**config.mk**
```make
export PLATFORM = sky130hd
export DESIGN_NAME = spi_nor_flash_command_framer_core
export DESIGN_NICKNAME = d
export VERILOG_FILES = /design/src/hdl/snfcf_pkg.sv /design/src/hdl/snfcf_addr_mod.sv /design/src/hdl/snfcf_sequencer.sv /design/src/hdl/snfcf_datapath.sv /design/src/hdl/spi_nor_flash_command_framer_core.sv
export SDC_FILE = /design/constraint.sdc
export NUM_CORES = 1
export LEC_CHECK = 0
export ABC_CLOCK_PERIOD_IN_PS = 13900
export BUFFER_PORTS_ARGS = -buffer_cell sky130_fd_sc_hd__buf_2
export CORE_MARGIN = 2
export CORE_UTILIZATION = 39
export DETAILED_ROUTE_END_ITERATION = 12
export SLEW_MARGIN = 20
export SYNTH_ARGS = -nofsm -noshare
export SYNTH_HDL_FRONTEND = slang
export SYNTH_HIERARCHICAL = 1
export SYNTH_SLANG_ARGS = --single-unit
```
**constraint.sdc**
```tcl
create_clock -name clock -period 13.9 [get_ports clock]
set_input_delay 0.695 -clock clock [delete_from_list [all_inputs] [get_ports clock]]
set_output_delay 0.695 -clock clock [all_outputs]
set_load 0.02 [all_outputs]
```
**src/hdl/snfcf_pkg.sv**
```systemverilog
// Shared types, opcode constants and the microcode program of the SPI NOR command framer.
// Used by the sequencer, the datapath and the top level; depends on nothing else.
package snfcf_pkg;

   localparam int PC_W       = 5;
   localparam int MAX_FRAMES = 36;
   localparam int FC_W       = 6;

   // SPI command bytes.
   localparam logic [7:0] OPC_WREN      = 8'h06;
   localparam logic [7:0] OPC_WRDI      = 8'h04;
   localparam logic [7:0] OPC_RDSR      = 8'h05;
   localparam logic [7:0] OPC_WRSR      = 8'h01;
   localparam logic [7:0] OPC_RDFLAG    = 8'h70;
   localparam logic [7:0] OPC_RDID      = 8'h9F;
   localparam logic [7:0] OPC_READ      = 8'h03;
   localparam logic [7:0] OPC_FAST_READ = 8'h0B;
   localparam logic [7:0] OPC_PP        = 8'h02;
   localparam logic [7:0] OPC_SSE       = 8'h20;
   localparam logic [7:0] OPC_SE        = 8'hD8;
   localparam logic [7:0] OPC_BE        = 8'hC7;
   localparam logic [7:0] OPC_RSTEN     = 8'h66;

   // Data direction codes of a frame.
   localparam logic [1:0] DIR_NONE  = 2'd0;
   localparam logic [1:0] DIR_WRITE = 2'd1;
   localparam logic [1:0] DIR_READ  = 2'd2;

   // Request codes.
   typedef enum logic [3:0] {
      REQ_WREN, REQ_WRDI, REQ_RDSR, REQ_WRSR, REQ_RDFLAG, REQ_RDID,
      REQ_READ, REQ_PROGRAM, REQ_SSE, REQ_SE, REQ_BE, REQ_RSTEN
   } req_op_type;

   // Opcode selector of a control word; OPS_READ picks normal or fast read in the datapath.
   typedef enum logic [3:0] {
      OPS_WREN, OPS_WRDI, OPS_RDSR, OPS_WRSR, OPS_RDFLAG, OPS_RDID,
      OPS_READ, OPS_PP, OPS_SSE, OPS_SE, OPS_BE, OPS_RSTEN
   } opc_sel_type;

   typedef enum logic [2:0] {
      LEN_ZERO, LEN_ONE, LEN_THREE, LEN_REQ, LEN_CHUNK
   } len_sel_type;

   typedef enum logic [2:0] {
      SEQ_NEXT, SEQ_END, SEQ_GOTO, SEQ_SKIP_IF_DONE, SEQ_WAIT_MOD
   } seq_type;

   typedef struct packed {
      logic             emit;
      opc_sel_type      opc;
      logic             has_addr;
      logic [1:0]       dir;
      len_sel_type      len_sel;
      logic             inline_en;
      logic             wait_rdy;
      seq_type          seq;
      logic [PC_W-1:0]  target;
   } ucode_word_type;

   typedef struct packed {
      logic           fire;
      logic           load_off;
      logic           last;
      ucode_word_type cw;
   } step_ctl_type;

   typedef struct packed {
      logic            valid;
      logic [PC_W-1:0] pc;
   } entry_type;

   // Program entry points and jump targets.
   localparam logic [PC_W-1:0] PC_WREN    = 5'd0;
   localparam logic [PC_W-1:0] PC_WRDI    = 5'd1;
   localparam logic [PC_W-1:0] PC_RDSR    = 5'd2;
   localparam logic [PC_W-1:0] PC_WRSR    = 5'd3;
   localparam logic [PC_W-1:0] PC_RDFLAG  = 5'd5;
   localparam logic [PC_W-1:0] PC_RDID    = 5'd6;
   localparam logic [PC_W-1:0] PC_READ    = 5'd7;
   localparam logic [PC_W-1:0] PC_PGM     = 5'd8;
   localparam logic [PC_W-1:0] PC_PGM_TST = 5'd9;
   localparam logic [PC_W-1:0] PC_PGM_END = 5'd12;
   localparam logic [PC_W-1:0] PC_SSE     = 5'd13;
   localparam logic [PC_W-1:0] PC_SE      = 5'd16;
   localparam logic [PC_W-1:0] PC_BE      = 5'd19;
   localparam logic [PC_W-1:0] PC_RSTEN   = 5'd22;

   function automatic ucode_word_type uw(input logic emit, input opc_sel_type opc,
                                         input logic has_addr, input logic [1:0] dir,
                                         input len_sel_type len_sel, input logic inline_en,
                                         input logic wait_rdy, input seq_type seq,
                                         input logic [PC_W-1:0] target);
      ucode_word_type w;
      w.emit      = emit;
      w.opc       = opc;
      w.has_addr  = has_addr;
      w.dir       = dir;
      w.len_sel   = len_sel;
      w.inline_en = inline_en;
      w.wait_rdy  = wait_rdy;
      w.seq       = seq;
      w.target    = target;
      return w;
   endfunction

   // The control store: one word per step.
   function automatic ucode_word_type ucode(input logic [PC_W-1:0] pc);
      ucode_word_type w;
      unique case (pc)
         5'd0:  w = uw(1'b1, OPS_WREN,   1'b0, DIR_NONE,  LEN_ZERO,  1'b0, 1'b0, SEQ_END, '0);
         5'd1:  w = uw(1'b1, OPS_WRDI,   1'b0, DIR_NONE,  LEN_ZERO,  1'b0, 1'b0, SEQ_END, '0);
         5'd2:  w = uw(1'b1, OPS_RDSR,   1'b0, DIR_READ,  LEN_ONE,   1'b0, 1'b0, SEQ_END, '0);
         5'd3:  w = uw(1'b1, OPS_WREN,   1'b0, DIR_NONE,  LEN_ZERO,  1'b0, 1'b0, SEQ_NEXT, '0);
         5'd4:  w = uw(1'b1, OPS_WRSR,   1'b0, DIR_WRITE, LEN_ONE,   1'b1, 1'b0, SEQ_END, '0);
         5'd5:  w = uw(1'b1, OPS_RDFLAG, 1'b0, DIR_READ,  LEN_ONE,   1'b0, 1'b0, SEQ_END, '0);
         5'd6:  w = uw(1'b1, OPS_RDID,   1'b0, DIR_READ,  LEN_THREE, 1'b0, 1'b0, SEQ_END, '0);
         5'd7:  w = uw(1'b1, OPS_READ,   1'b1, DIR_READ,  LEN_REQ,   1'b0, 1'b0, SEQ_END, '0);
         5'd8:  w = uw(1'b0, OPS_WREN,   1'b0, DIR_NONE,  LEN_ZERO,  1'b0, 1'b0,
                       SEQ_WAIT_MOD, '0);
         5'd9:  w = uw(1'b0, OPS_WREN,   1'b0, DIR_NONE,  LEN_ZERO,  1'b0, 1'b0,
                       SEQ_SKIP_IF_DONE, PC_PGM_END);
         5'd10: w = uw(1'b1, OPS_WREN,   1'b0, DIR_NONE,  LEN_ZERO,  1'b0, 1'b0, SEQ_NEXT, '0);
         5'd11: w = uw(1'b1, OPS_PP,     1'b1, DIR_WRITE, LEN_CHUNK, 1'b0, 1'b1,
                       SEQ_GOTO, PC_PGM_TST);
         5'd12: w = uw(1'b1, OPS_WRDI,   1'b0, DIR_NONE,  LEN_ZERO,  1'b0, 1'b0, SEQ_END, '0);
         5'd13: w = uw(1'b1, OPS_WREN,   1'b0, DIR_NONE,  LEN_ZERO,  1'b0, 1'b0, SEQ_NEXT, '0);
         5'd14: w = uw(1'b1, OPS_SSE,    1'b1, DIR_NONE,  LEN_ZERO,  1'b0, 1'b1, SEQ_NEXT, '0);
         5'd15: w = uw(1'b1, OPS_WRDI,   1'b0, DIR_NONE,  LEN_ZERO,  1'b0, 1'b0, SEQ_END, '0);
         5'd16: w = uw(1'b1, OPS_WREN,   1'b0, DIR_NONE,  LEN_ZERO,  1'b0, 1'b0, SEQ_NEXT, '0);
         5'd17: w = uw(1'b1, OPS_SE,     1'b1, DIR_NONE,  LEN_ZERO,  1'b0, 1'b1, SEQ_NEXT, '0);
         5'd18: w = uw(1'b1, OPS_WRDI,   1'b0, DIR_NONE,  LEN_ZERO,  1'b0, 1'b0, SEQ_END, '0);
         5'd19: w = uw(1'b1, OPS_WREN,   1'b0, DIR_NONE,  LEN_ZERO,  1'b0, 1'b0, SEQ_NEXT, '0);
         5'd20: w = uw(1'b1, OPS_BE,     1'b0, DIR_NONE,  LEN_ZERO,  1'b0, 1'b1, SEQ_NEXT, '0);
         5'd21: w = uw(1'b1, OPS_WRDI,   1'b0, DIR_NONE,  LEN_ZERO,  1'b0, 1'b0, SEQ_END, '0);
         5'd22: w = uw(1'b1, OPS_WREN,   1'b0, DIR_NONE,  LEN_ZERO,  1'b0, 1'b0, SEQ_NEXT, '0);
         5'd23: w = uw(1'b1, OPS_RSTEN,  1'b0, DIR_NONE,  LEN_ZERO,  1'b0, 1'b0, SEQ_END, '0);
         default: w = uw(1'b0, OPS_WREN, 1'b0, DIR_NONE,  LEN_ZERO,  1'b0, 1'b0, SEQ_END, '0);
      endcase
      return w;
   endfunction

   function automatic entry_type entry_pc(input logic [3:0] op);
      entry_type e;
      e.valid = 1'b1;
      unique case (op)
         REQ_WREN:    e.pc = PC_WREN;
         REQ_WRDI:    e.pc = PC_WRDI;
         REQ_RDSR:    e.pc = PC_RDSR;
         REQ_WRSR:    e.pc = PC_WRSR;
         REQ_RDFLAG:  e.pc = PC_RDFLAG;
         REQ_RDID:    e.pc = PC_RDID;
         REQ_READ:    e.pc = PC_READ;
         REQ_PROGRAM: e.pc = PC_PGM;
         REQ_SSE:     e.pc = PC_SSE;
         REQ_SE:      e.pc = PC_SE;
         REQ_BE:      e.pc = PC_BE;
         REQ_RSTEN:   e.pc = PC_RSTEN;
         default: begin
            e.valid = 1'b0;
            e.pc    = PC_WREN;
         end
      endcase
      return e;
   endfunction

   function automatic logic [7:0] opcode_byte(input opc_sel_type s, input logic fast);
      logic [7:0] b;
      unique case (s)
         OPS_WREN:   b = OPC_WREN;
         OPS_WRDI:   b = OPC_WRDI;
         OPS_RDSR:   b = OPC_RDSR;
         OPS_WRSR:   b = OPC_WRSR;
         OPS_RDFLAG: b = OPC_RDFLAG;
         OPS_RDID:   b = OPC_RDID;
         OPS_READ:   b = fast ? OPC_FAST_READ : OPC_READ;
         OPS_PP:     b = OPC_PP;
         OPS_SSE:    b = OPC_SSE;
         OPS_SE:     b = OPC_SE;
         OPS_BE:     b = OPC_BE;
         OPS_RSTEN:  b = OPC_RSTEN;
         default:    b = OPC_WREN;
      endcase
      return b;
   endfunction

endpackage

```
**src/hdl/snfcf_addr_mod.sv**
```systemverilog
// Iterative reduction of a 32-bit address modulo the page size, four bits per cycle.
// Standalone unit; depends on nothing else.
module snfcf_addr_mod #(
   parameter int PAGE_SIZE = 256
) (
   input  logic                         clock,
   input  logic                         reset,
   input  logic                         start,
   input  logic [31:0]                  value,
   output logic                         done,
   output logic [$clog2(PAGE_SIZE)-1:0] offset
);

   localparam int OFF_W   = $clog2(PAGE_SIZE);
   localparam int RW      = OFF_W + 1;
   localparam int DIGIT_W = 4;
   localparam int STEPS   = 32 / DIGIT_W;
   localparam int CNT_W   = $clog2(STEPS);

   logic             busy_ff, busy_in;
   logic [CNT_W-1:0] cnt_ff, cnt_in;
   logic [31:0]      sh_ff, sh_in;
   logic [OFF_W-1:0] r_ff, r_in;
   logic [RW-1:0]    r_acc;

   always_comb begin
      r_acc = {1'b0, r_ff};
      for (int i = 0; i < DIGIT_W; i++) begin
         r_acc = {r_acc[RW-2:0], sh_ff[31-i]};
         if (r_acc >= RW'(PAGE_SIZE)) begin
            r_acc = r_acc - RW'(PAGE_SIZE);
         end
      end
   end

   always_comb begin
      busy_in = busy_ff;
      cnt_in  = cnt_ff;
      sh_in   = sh_ff;
      r_in    = r_ff;
      if (start) begin
         busy_in = 1'b1;
         cnt_in  = '0;
         sh_in   = value;
         r_in    = '0;
      end else if (busy_ff) begin
         sh_in  = {sh_ff[31-DIGIT_W:0], {DIGIT_W{1'b0}}};
         r_in   = r_acc[OFF_W-1:0];
         cnt_in = cnt_ff + 1'b1;
         if (cnt_ff == CNT_W'(STEPS - 1)) begin
            busy_in = 1'b0;
         end
      end
   end

   always_ff @(posedge clock) begin
      if (reset) begin
         busy_ff <= 1'b0;
         cnt_ff  <= '0;
      end else begin
         busy_ff <= busy_in;
         cnt_ff  <= cnt_in;
      end
      sh_ff <= sh_in;
      r_ff  <= r_in;
   end

   assign done   = !busy_ff;
   assign offset = r_ff;

endmodule

```
**src/hdl/snfcf_sequencer.sv**
```systemverilog
// Microcode sequencer: step counter, control-store fetch, jumps and frame count.
// Depends on snfcf_pkg for the control store and control types.
module snfcf_sequencer (
   input  logic                       clock,
   input  logic                       reset,
   input  logic                       accept,
   input  logic [3:0]                 op,
   input  logic                       out_free,
   input  logic                       mod_done,
   input  logic                       rem_zero,
   output logic                       busy,
   output snfcf_pkg::step_ctl_type    ctl
);

   logic                            busy_ff, busy_in;
   logic [snfcf_pkg::PC_W-1:0]      pc_ff, pc_in;
   logic [snfcf_pkg::FC_W-1:0]      fc_ff, fc_in;
   snfcf_pkg::ucode_word_type       cw;
   snfcf_pkg::entry_type            entry;
   logic                            adv, step, fire, cap, last;

   always_comb begin
      cw    = snfcf_pkg::ucode(pc_ff);
      entry = snfcf_pkg::entry_pc(op);
      if (cw.emit) begin
         adv = out_free;
      end else if (cw.seq == snfcf_pkg::SEQ_WAIT_MOD) begin
         adv = mod_done;
      end else begin
         adv = 1'b1;
      end
      step = busy_ff && adv;
      fire = step && cw.emit;
      // The frame budget is exhausted on the last allowed frame: it closes the run.
      cap  = (fc_ff == snfcf_pkg::FC_W'(snfcf_pkg::MAX_FRAMES - 1));
      last = (cw.seq == snfcf_pkg::SEQ_END) || cap;
   end

   always_comb begin
      busy_in = busy_ff;
      pc_in   = pc_ff;
      fc_in   = fc_ff;
      if (accept) begin
         busy_in = entry.valid;
         pc_in   = entry.pc;
         fc_in   = '0;
      end else if (step) begin
         if (fire) begin
            fc_in = fc_ff + 1'b1;
         end
         if (fire && last) begin
            busy_in = 1'b0;
         end else begin
            unique case (cw.seq)
               snfcf_pkg::SEQ_GOTO:         pc_in = cw.target;
               snfcf_pkg::SEQ_SKIP_IF_DONE: pc_in = rem_zero ? cw.target : pc_ff + 1'b1;
               snfcf_pkg::SEQ_END:          busy_in = 1'b0;
               default:                     pc_in = pc_ff + 1'b1;
            endcase
         end
      end
   end

   always_ff @(posedge clock) begin
      if (reset) begin
         busy_ff <= 1'b0;
         pc_ff   <= '0;
         fc_ff   <= '0;
      end else begin
         busy_ff <= busy_in;
         pc_ff   <= pc_in;
         fc_ff   <= fc_in;
      end
   end

   always_comb begin
      ctl.fire     = fire;
      ctl.load_off = step && (cw.seq == snfcf_pkg::SEQ_WAIT_MOD);
      ctl.last     = last;
      ctl.cw       = cw;
   end

   assign busy = busy_ff;

endmodule

```
**src/hdl/snfcf_datapath.sv**
```systemverilog
// Request registers, page-chunk arithmetic and frame field formation.
// Depends on snfcf_pkg; driven by the control word from snfcf_sequencer.
module snfcf_datapath #(
   parameter int PAGE_SIZE = 256,
   parameter int MAX_LEN   = 4096
) (
   input  logic                         clock,
   input  logic                         accept,
   input  logic [31:0]                  req_address,
   input  logic [12:0]                  req_length,
   input  logic [7:0]                   req_status,
   input  logic                         four_byte,
   input  logic [$clog2(PAGE_SIZE)-1:0] mod_off,
   input  snfcf_pkg::step_ctl_type      ctl,
   output logic                         rem_zero,
   output logic [7:0]                   opcode,
   output logic [31:0]                  frame_address,
   output logic [2:0]                   addr_bytes,
   output logic                         dummy_byte,
   output logic [1:0]                   data_dir,
   output logic [12:0]                  data_len,
   output logic [7:0]                   inline_byte,
   output logic                         wait_ready
);

   localparam int OFF_W  = $clog2(PAGE_SIZE);
   localparam int ROOM_W = OFF_W + 1;
   localparam logic [32:0] ADDR_SPAN = 33'h1_0000_0000;
   // Offset shift of the page grid when the address wraps past the top.
   localparam int WRAP_K = int'(ADDR_SPAN % PAGE_SIZE);

   logic [31:0]       addr_ff, addr_in;
   logic [12:0]       rem_ff, rem_in;
   logic [12:0]       len_ff, len_in;
   logic [7:0]        sv_ff, sv_in;
   logic [OFF_W-1:0]  off_ff, off_in;

   logic [12:0]       clipped, room13, chunk;
   logic [ROOM_W-1:0] room, off_sum, off_wrap;
   logic [32:0]       addr_sum;
   logic              fast, pp_step;

   always_comb begin
      clipped = ({1'b0, req_length} > 14'(MAX_LEN)) ? 13'(MAX_LEN) : req_length;
      fast    = {1'b0, len_ff} > 14'(PAGE_SIZE);
      room    = ROOM_W'(PAGE_SIZE) - {1'b0, off_ff};
      room13  = 13'(room);
      chunk   = (rem_ff < room13) ? rem_ff : room13;
      addr_sum = {1'b0, addr_ff} + {20'b0, chunk};
      off_sum  = {1'b0, off_ff} + chunk[ROOM_W-1:0];
      off_wrap = (off_sum == ROOM_W'(PAGE_SIZE)) ? '0 : off_sum;
      if (addr_sum[32]) begin
         if (off_wrap >= ROOM_W'(WRAP_K)) begin
            off_wrap = off_wrap - ROOM_W'(WRAP_K);
         end else begin
            off_wrap = off_wrap + ROOM_W'(PAGE_SIZE) - ROOM_W'(WRAP_K);
         end
      end
      pp_step = ctl.fire && (ctl.cw.len_sel == snfcf_pkg::LEN_CHUNK);
   end

   always_comb begin
      addr_in = addr_ff;
      rem_in  = rem_ff;
      len_in  = len_ff;
      sv_in   = sv_ff;
      off_in  = off_ff;
      if (accept) begin
         addr_in = req_address;
         rem_in  = clipped;
         len_in  = clipped;
         sv_in   = req_status;
      end else begin
         if (ctl.load_off) begin
            off_in = mod_off;
         end
         if (pp_step) begin
            addr_in = addr_sum[31:0];
            rem_in  = rem_ff - chunk;
            off_in  = off_wrap[OFF_W-1:0];
         end
      end
   end

   always_ff @(posedge clock) begin
      addr_ff <= addr_in;
      rem_ff  <= rem_in;
      len_ff  <= len_in;
      sv_ff   <= sv_in;
      off_ff  <= off_in;
   end

   always_comb begin
      rem_zero   = (rem_ff == '0);
      opcode     = snfcf_pkg::opcode_byte(ctl.cw.opc, fast);
      dummy_byte = (ctl.cw.opc == snfcf_pkg::OPS_READ) && fast;
      data_dir   = ctl.cw.dir;
      wait_ready = ctl.cw.wait_rdy;
      inline_byte = ctl.cw.inline_en ? sv_ff : 8'h00;
      if (ctl.cw.has_addr) begin
         frame_address = four_byte ? addr_ff : {8'h00, addr_ff[23:0]};
         addr_bytes    = four_byte ? 3'd4 : 3'd3;
      end else begin
         frame_address = '0;
         addr_bytes    = 3'd0;
      end
      case (ctl.cw.len_sel)
         snfcf_pkg::LEN_ONE:   data_len = 13'd1;
         snfcf_pkg::LEN_THREE: data_len = 13'd3;
         snfcf_pkg::LEN_REQ:   data_len = len_ff;
         snfcf_pkg::LEN_CHUNK: data_len = chunk;
         default:              data_len = '0;
      endcase
   end

endmodule

```
**src/hdl/spi_nor_flash_command_framer_core.sv**
```systemverilog
// After the request transfer the sequencer registers its entry step; each frame is then registered on rsp.
// Throughput: one sequencer step per cycle; a frame step stalls while rsp cannot take it,
// and a program request first waits for the page-offset reduction and adds one test step
// per page. Each frame takes one step.
// Reset (synchronous) clears the sequencer, the output valid and the address-mode register.
module spi_nor_flash_command_framer_core #(
   parameter int PAGE_SIZE = 256,
   parameter int MAX_LEN   = 4096
) (
   input  logic        clock,
   input  logic        reset,
   input  logic        req_tvalid,
   output logic        req_tready,
   input  logic [55:0] req_tdata,   // address[31:0], length[44:32], status_value[52:45], zero
   input  logic [3:0]  req_tuser,   // op
   output logic        rsp_tvalid,
   input  logic        rsp_tready,
   // frame_address[31:0], addr_bytes[34:32], dummy_byte[35], data_dir[37:36],
   // data_len[50:38], inline_byte[58:51], wait_ready[59], zero
   output logic [63:0] rsp_tdata,
   output logic [7:0]  rsp_tuser,   // opcode
   output logic        rsp_tlast,
   input  logic        csr_we,
   input  logic        csr_wdata
);

   localparam int OFF_W = $clog2(PAGE_SIZE);

   logic                    four_byte_ff, four_byte_in;
   logic                    rsp_tvalid_ff, rsp_tvalid_in;
   logic [63:0]             rsp_tdata_ff, rsp_tdata_in;
   logic [7:0]              rsp_tuser_ff, rsp_tuser_in;
   logic                    rsp_tlast_ff, rsp_tlast_in;

   logic                    accept, busy, out_free, mod_done, rem_zero;
   logic [OFF_W-1:0]        mod_off;
   snfcf_pkg::step_ctl_type ctl;

   logic [7:0]              f_opcode, f_inline;
   logic [31:0]             f_addr;
   logic [2:0]              f_abytes;
   logic                    f_dummy, f_wait;
   logic [1:0]              f_dir;
   logic [12:0]             f_len;

   assign req_tready = !busy;
   assign accept     = req_tvalid && req_tready;
   assign out_free   = !rsp_tvalid_ff || rsp_tready;

   snfcf_sequencer u_seq (
      .clock    (clock),
      .reset    (reset),
      .accept   (accept),
      .op       (req_tuser),
      .out_free (out_free),
      .mod_done (mod_done),
      .rem_zero (rem_zero),
      .busy     (busy),
      .ctl      (ctl)
   );

   snfcf_addr_mod #(.PAGE_SIZE(PAGE_SIZE)) u_mod (
      .clock  (clock),
      .reset  (reset),
      .start  (accept),
      .value  (req_tdata[31:0]),
      .done   (mod_done),
      .offset (mod_off)
   );

   snfcf_datapath #(.PAGE_SIZE(PAGE_SIZE), .MAX_LEN(MAX_LEN)) u_dp (
      .clock         (clock),
      .accept        (accept),
      .req_address   (req_tdata[31:0]),
      .req_length    (req_tdata[44:32]),
      .req_status    (req_tdata[52:45]),
      .four_byte     (four_byte_ff),
      .mod_off       (mod_off),
      .ctl           (ctl),
      .rem_zero      (rem_zero),
      .opcode        (f_opcode),
      .frame_address (f_addr),
      .addr_bytes    (f_abytes),
      .dummy_byte    (f_dummy),
      .data_dir      (f_dir),
      .data_len      (f_len),
      .inline_byte   (f_inline),
      .wait_ready    (f_wait)
   );

   always_comb begin
      four_byte_in  = csr_we ? csr_wdata : four_byte_ff;
      rsp_tvalid_in = rsp_tvalid_ff;
      rsp_tdata_in  = rsp_tdata_ff;
      rsp_tuser_in  = rsp_tuser_ff;
      rsp_tlast_in  = rsp_tlast_ff;
      if (ctl.fire) begin
         rsp_tvalid_in = 1'b1;
         rsp_tdata_in  = {4'b0, f_wait, f_inline, f_len, f_dir, f_dummy, f_abytes, f_addr};
         rsp_tuser_in  = f_opcode;
         rsp_tlast_in  = ctl.last;
      end else if (rsp_tready) begin
         rsp_tvalid_in = 1'b0;
      end
   end

   always_ff @(posedge clock) begin
      if (reset) begin
         four_byte_ff  <= 1'b0;
         rsp_tvalid_ff <= 1'b0;
      end else begin
         four_byte_ff  <= four_byte_in;
         rsp_tvalid_ff <= rsp_tvalid_in;
      end
      rsp_tdata_ff <= rsp_tdata_in;
      rsp_tuser_ff <= rsp_tuser_in;
      rsp_tlast_ff <= rsp_tlast_in;
   end

   assign rsp_tvalid = rsp_tvalid_ff;
   assign rsp_tdata  = rsp_tdata_ff;
   assign rsp_tuser  = rsp_tuser_ff;
   assign rsp_tlast  = rsp_tlast_ff;

`ifndef SYNTHESIS
   // A frame is only loaded when the output register is empty or being drained.
   a_fire_free: assert property (@(posedge clock) disable iff (reset)
      ctl.fire |-> out_free)
      else $error("frame loaded over an untaken result");

   // A request with a defined code keeps the block busy in the next cycle.
   a_busy_after_req: assert property (@(posedge clock) disable iff (reset)
      (accept && (req_tuser <= snfcf_pkg::REQ_RSTEN)) |=> !req_tready)
      else $error("block idle right after a valid request transfer");

   // The page offset is taken only once the reduction unit has finished.
   a_off_ready: assert property (@(posedge clock) disable iff (reset)
      ctl.load_off |-> mod_done)
      else $error("page offset loaded before reduction finished");
`endif

endmodule
```
==> impl_metrics.env <==
export IMPL_status="completed"
export IMPL_maxSlewViolCount=0
export IMPL_post_drt_wl_per_cell_um=16.6
export IMPL_seqCellArea_um2=6120
export IMPL_tritoncts="built"
export IMPL_hold_start="req_tdata[47]"
export IMPL_max_stage_delay_ns=0.60
export IMPL_maxCapViolations=0
export IMPL_r2r_slack_ns=8.06
export IMPL_drt_iter0_drc=632
export IMPL_fp_dieW_um=177
export IMPL_rsz0062_at_grt="no"
export IMPL_skew_ns=0.0168
export IMPL_grt_first_pass_wirelength_um=40900
export IMPL_worstSetupPathType="reg -> reg"
export IMPL_nets=1279
export IMPL_ios=141
export IMPL_rr_endpoint="u_dp/addr_ff[23]$_DFFE_PP_"
export IMPL_fin_crit_ns=5.84
export IMPL_start_util_pct=39.5
export IMPL_path_common_cell="inv_1"
export IMPL_powerDensity_nw_per_um2=125
export IMPL_p_leak_nw=5.20
export IMPL_drc_errors=0
export IMPL_grt_pass1_vias=7771
export IMPL_die_h_um=177
export IMPL_multi_input_area_um2=5090
export IMPL_cts_hold_buf=0
export IMPL_yosysWarnings=6
export IMPL_min_period_over_period_pct=42.0
export IMPL_dp_final_hpwl_um=18200
export IMPL_critical_path_arrival_ns=6.20
export IMPL_clock_sinks=218
export IMPL_hold_violations=0
export IMPL_synthCells=1032
export IMPL_drt_wl_total_um=25800
export IMPL_worstPathMaxFanout=10
export IMPL_setup_viol=0
export IMPL_diodes=0
export IMPL_numCtsBuffers=24
export IMPL_num_fill_cells=2771
export IMPL_crit_chain="inv_1 -> ha_1 -> inv_1 -> nor4_1 -> inv_1 -> ha_1 -> or4_4 -> a2111oi_4 -> a21oi_1 -> buf_4 -> mux2i_1 -> inv_1 -> ha_1 -> a211oi_1 -> o21ai_0 -> o2111a_1 -> o21ai_0 -> or3_1 -> a31oi_1"
export IMPL_port_buffers=133
export IMPL_grt_ovfl_total=0
export IMPL_syn_area_per_cell_um2=11.3
export IMPL_drive_gt1_share_pct=19.9
export IMPL_gp_congestion=0.874
export IMPL_antenna_found_initial=3
export IMPL_first_pass_iters=5
export IMPL_clock_fmax_ghz=0.171
export IMPL_grt_util_all_layers_pct=16.3
export IMPL_die_area_um2=31300
export IMPL_min_path_type="in -> reg"
export IMPL_worst_ir_drop_vdd_uv=84.0
export IMPL_cp_num_buf_inv=5
export IMPL_fp_row_count=63
export IMPL_cts_root_buf="clkbuf_16"
export IMPL_clockBufferDepth=3
export IMPL_setup_worst_path_start_class="register"
export IMPL_worstPathRequired_ns=14.26
export IMPL_regToRegStartpoint="u_dp/off_ff[1]$_DFFE_PP_"
export IMPL_cts_htree_levels=1
export IMPL_core_area_um2=29600
export IMPL_hold_depth=1
export IMPL_ctsResizeCount=0
export IMPL_ant_nets=0
export IMPL_r2r_cells=19
export IMPL_vias=8027
export IMPL_path_delay_family="compound AO/OA/AOI/OAI gates"
export IMPL_holdPathEnd="u_dp/sv_ff[2]$_DFFE_PP_"
export IMPL_synth_area_um2=11700
export IMPL_fin_tns_setup_ns=0
export IMPL_crit_slowest_cell="mux2i_1"
export IMPL_clk_latency_ns=0.52
export IMPL_syn_to_final_growth_pct=14.3
export IMPL_end_kind="register"
export IMPL_slew_headroom_pct=35.3
export IMPL_grt_max_degree=161
export IMPL_clk_pin_slew_worst_paths_ns=0.06
export IMPL_vias_per_cell=5.15
export IMPL_postCtsSetupRepairBufs=0
export IMPL_tightest_slew_ns=0.970
export IMPL_fin_util_pct=45.1
==> per-layer routing <==
metal / vias up / track usage [%] / wire (um)
li1: 3982 / - / -
met2: 181 / 26.3 / 11700
met4: 6 / 4.44 / 491
met3: 44 / 2.71 / 1400
met1: 3814 / 22.8 / 12200
met5: - / 0 / 29
==> placed cells by master, fill, tap and decap left out, types with 7 or more instances in the layout <==
cell / n
o211ai_1: 10
nand2b_1: 14
o2111ai_1: 8
nand2_1: 93
clkbuf_16: 24
xor2_1: 26
a21o_1: 9
a31oi_1: 12
dfxtp_1: 42
nand3_1: 16
nor2b_1: 18
clkinv_2: 7
nor3_1: 15
and2_1: 45
o21ai_0: 74
o21ai_1: 7
mux2i_1: 20
and3_1: 16
a21oi_1: 38
edfxtp_1: 175
mux2_2: 10
buf_2: 133
mux2_4: 25
conb_1: 8
ha_1: 58
inv_1: 55
xnor2_1: 29
nor2_1: 58
==> state kept, by name, summed over array words and instances, names as in the netlist <==
name,flops
u_dp/rem_ff,13
four_byte_ff,1
u_dp/addr_ff,32
u_mod/sh_ff,32
u_mod/cnt_ff,3
u_mod/busy_ff,1
rsp_tdata,60
u_dp/off_ff,8
rsp_tlast,1
u_dp/len_ff,13
u_dp/sv_ff,8
u_seq/fc_ff,6
rsp_tvalid,1
u_seq/cw,17
u_seq/busy,1
u_seq/pc_ff,5
rsp_tuser,8
u_mod/offset,8
==> report_power, final <==
group          switching (mW)  total (mW)  internal, mW
logic                   0.160       0.270         0.110
clock network           0.250       0.584         0.334
registers              0.0358       0.809         0.773
total                   0.445        1.66          1.22
==> final cells by class <==
| class | instances | area share (%) |
|---|---|---|
| well taps | 390 | 3.66 |
| clock inverters | 15 | 0.806 |
| repair buffers | 139 | 5.42 |
| flip-flops and latches | 218 | 45.8 |
| inverters | 56 | 1.58 |
| clock buffers | 27 | 4.58 |
| multi-input cells | 713 | 38.1 |
==> per-stage QoR <==
step,hold slack (ns),worst slack (ns),instance area [um2],cells,total power [mW]
detailed placement,0.392,8.11,12600,1516,1.09
global route,0.340,7.62,13300,1558,1.75
floorplan,0.456,9.02,11700,1038,1.02
CTS,0.335,8.08,13300,1558,1.68
global placement,0.391,8.16,12600,1516,1.08
finish,0.352,8.06,13300,1558,1.66
==> worst max path at each step <==
stage | depth (start not counted) | from | slack (ns) | to
finish | 19 | u_dp/off_ff[1]$_DFFE_PP_ | 8.06 | u_dp/addr_ff[23]$_DFFE_PP_
global placement | 19 | u_dp/off_ff[0]$_DFFE_PP_ | 8.16 | u_dp/addr_ff[23]$_DFFE_PP_
CTS | 19 | u_dp/off_ff[1]$_DFFE_PP_ | 8.08 | u_dp/addr_ff[23]$_DFFE_PP_
global route | 19 | u_dp/off_ff[0]$_DFFE_PP_ | 7.62 | u_dp/addr_ff[23]$_DFFE_PP_
floorplan | 20 | u_dp/off_ff[0]$_DFFE_PP_ | 9.02 | u_dp/rem_ff[12]$_DFFE_PP_
detailed placement | 19 | u_dp/off_ff[1]$_DFFE_PP_ | 8.11 | u_dp/addr_ff[23]$_DFFE_PP_
Note: power is estimated with default switching activity, not from simulation.
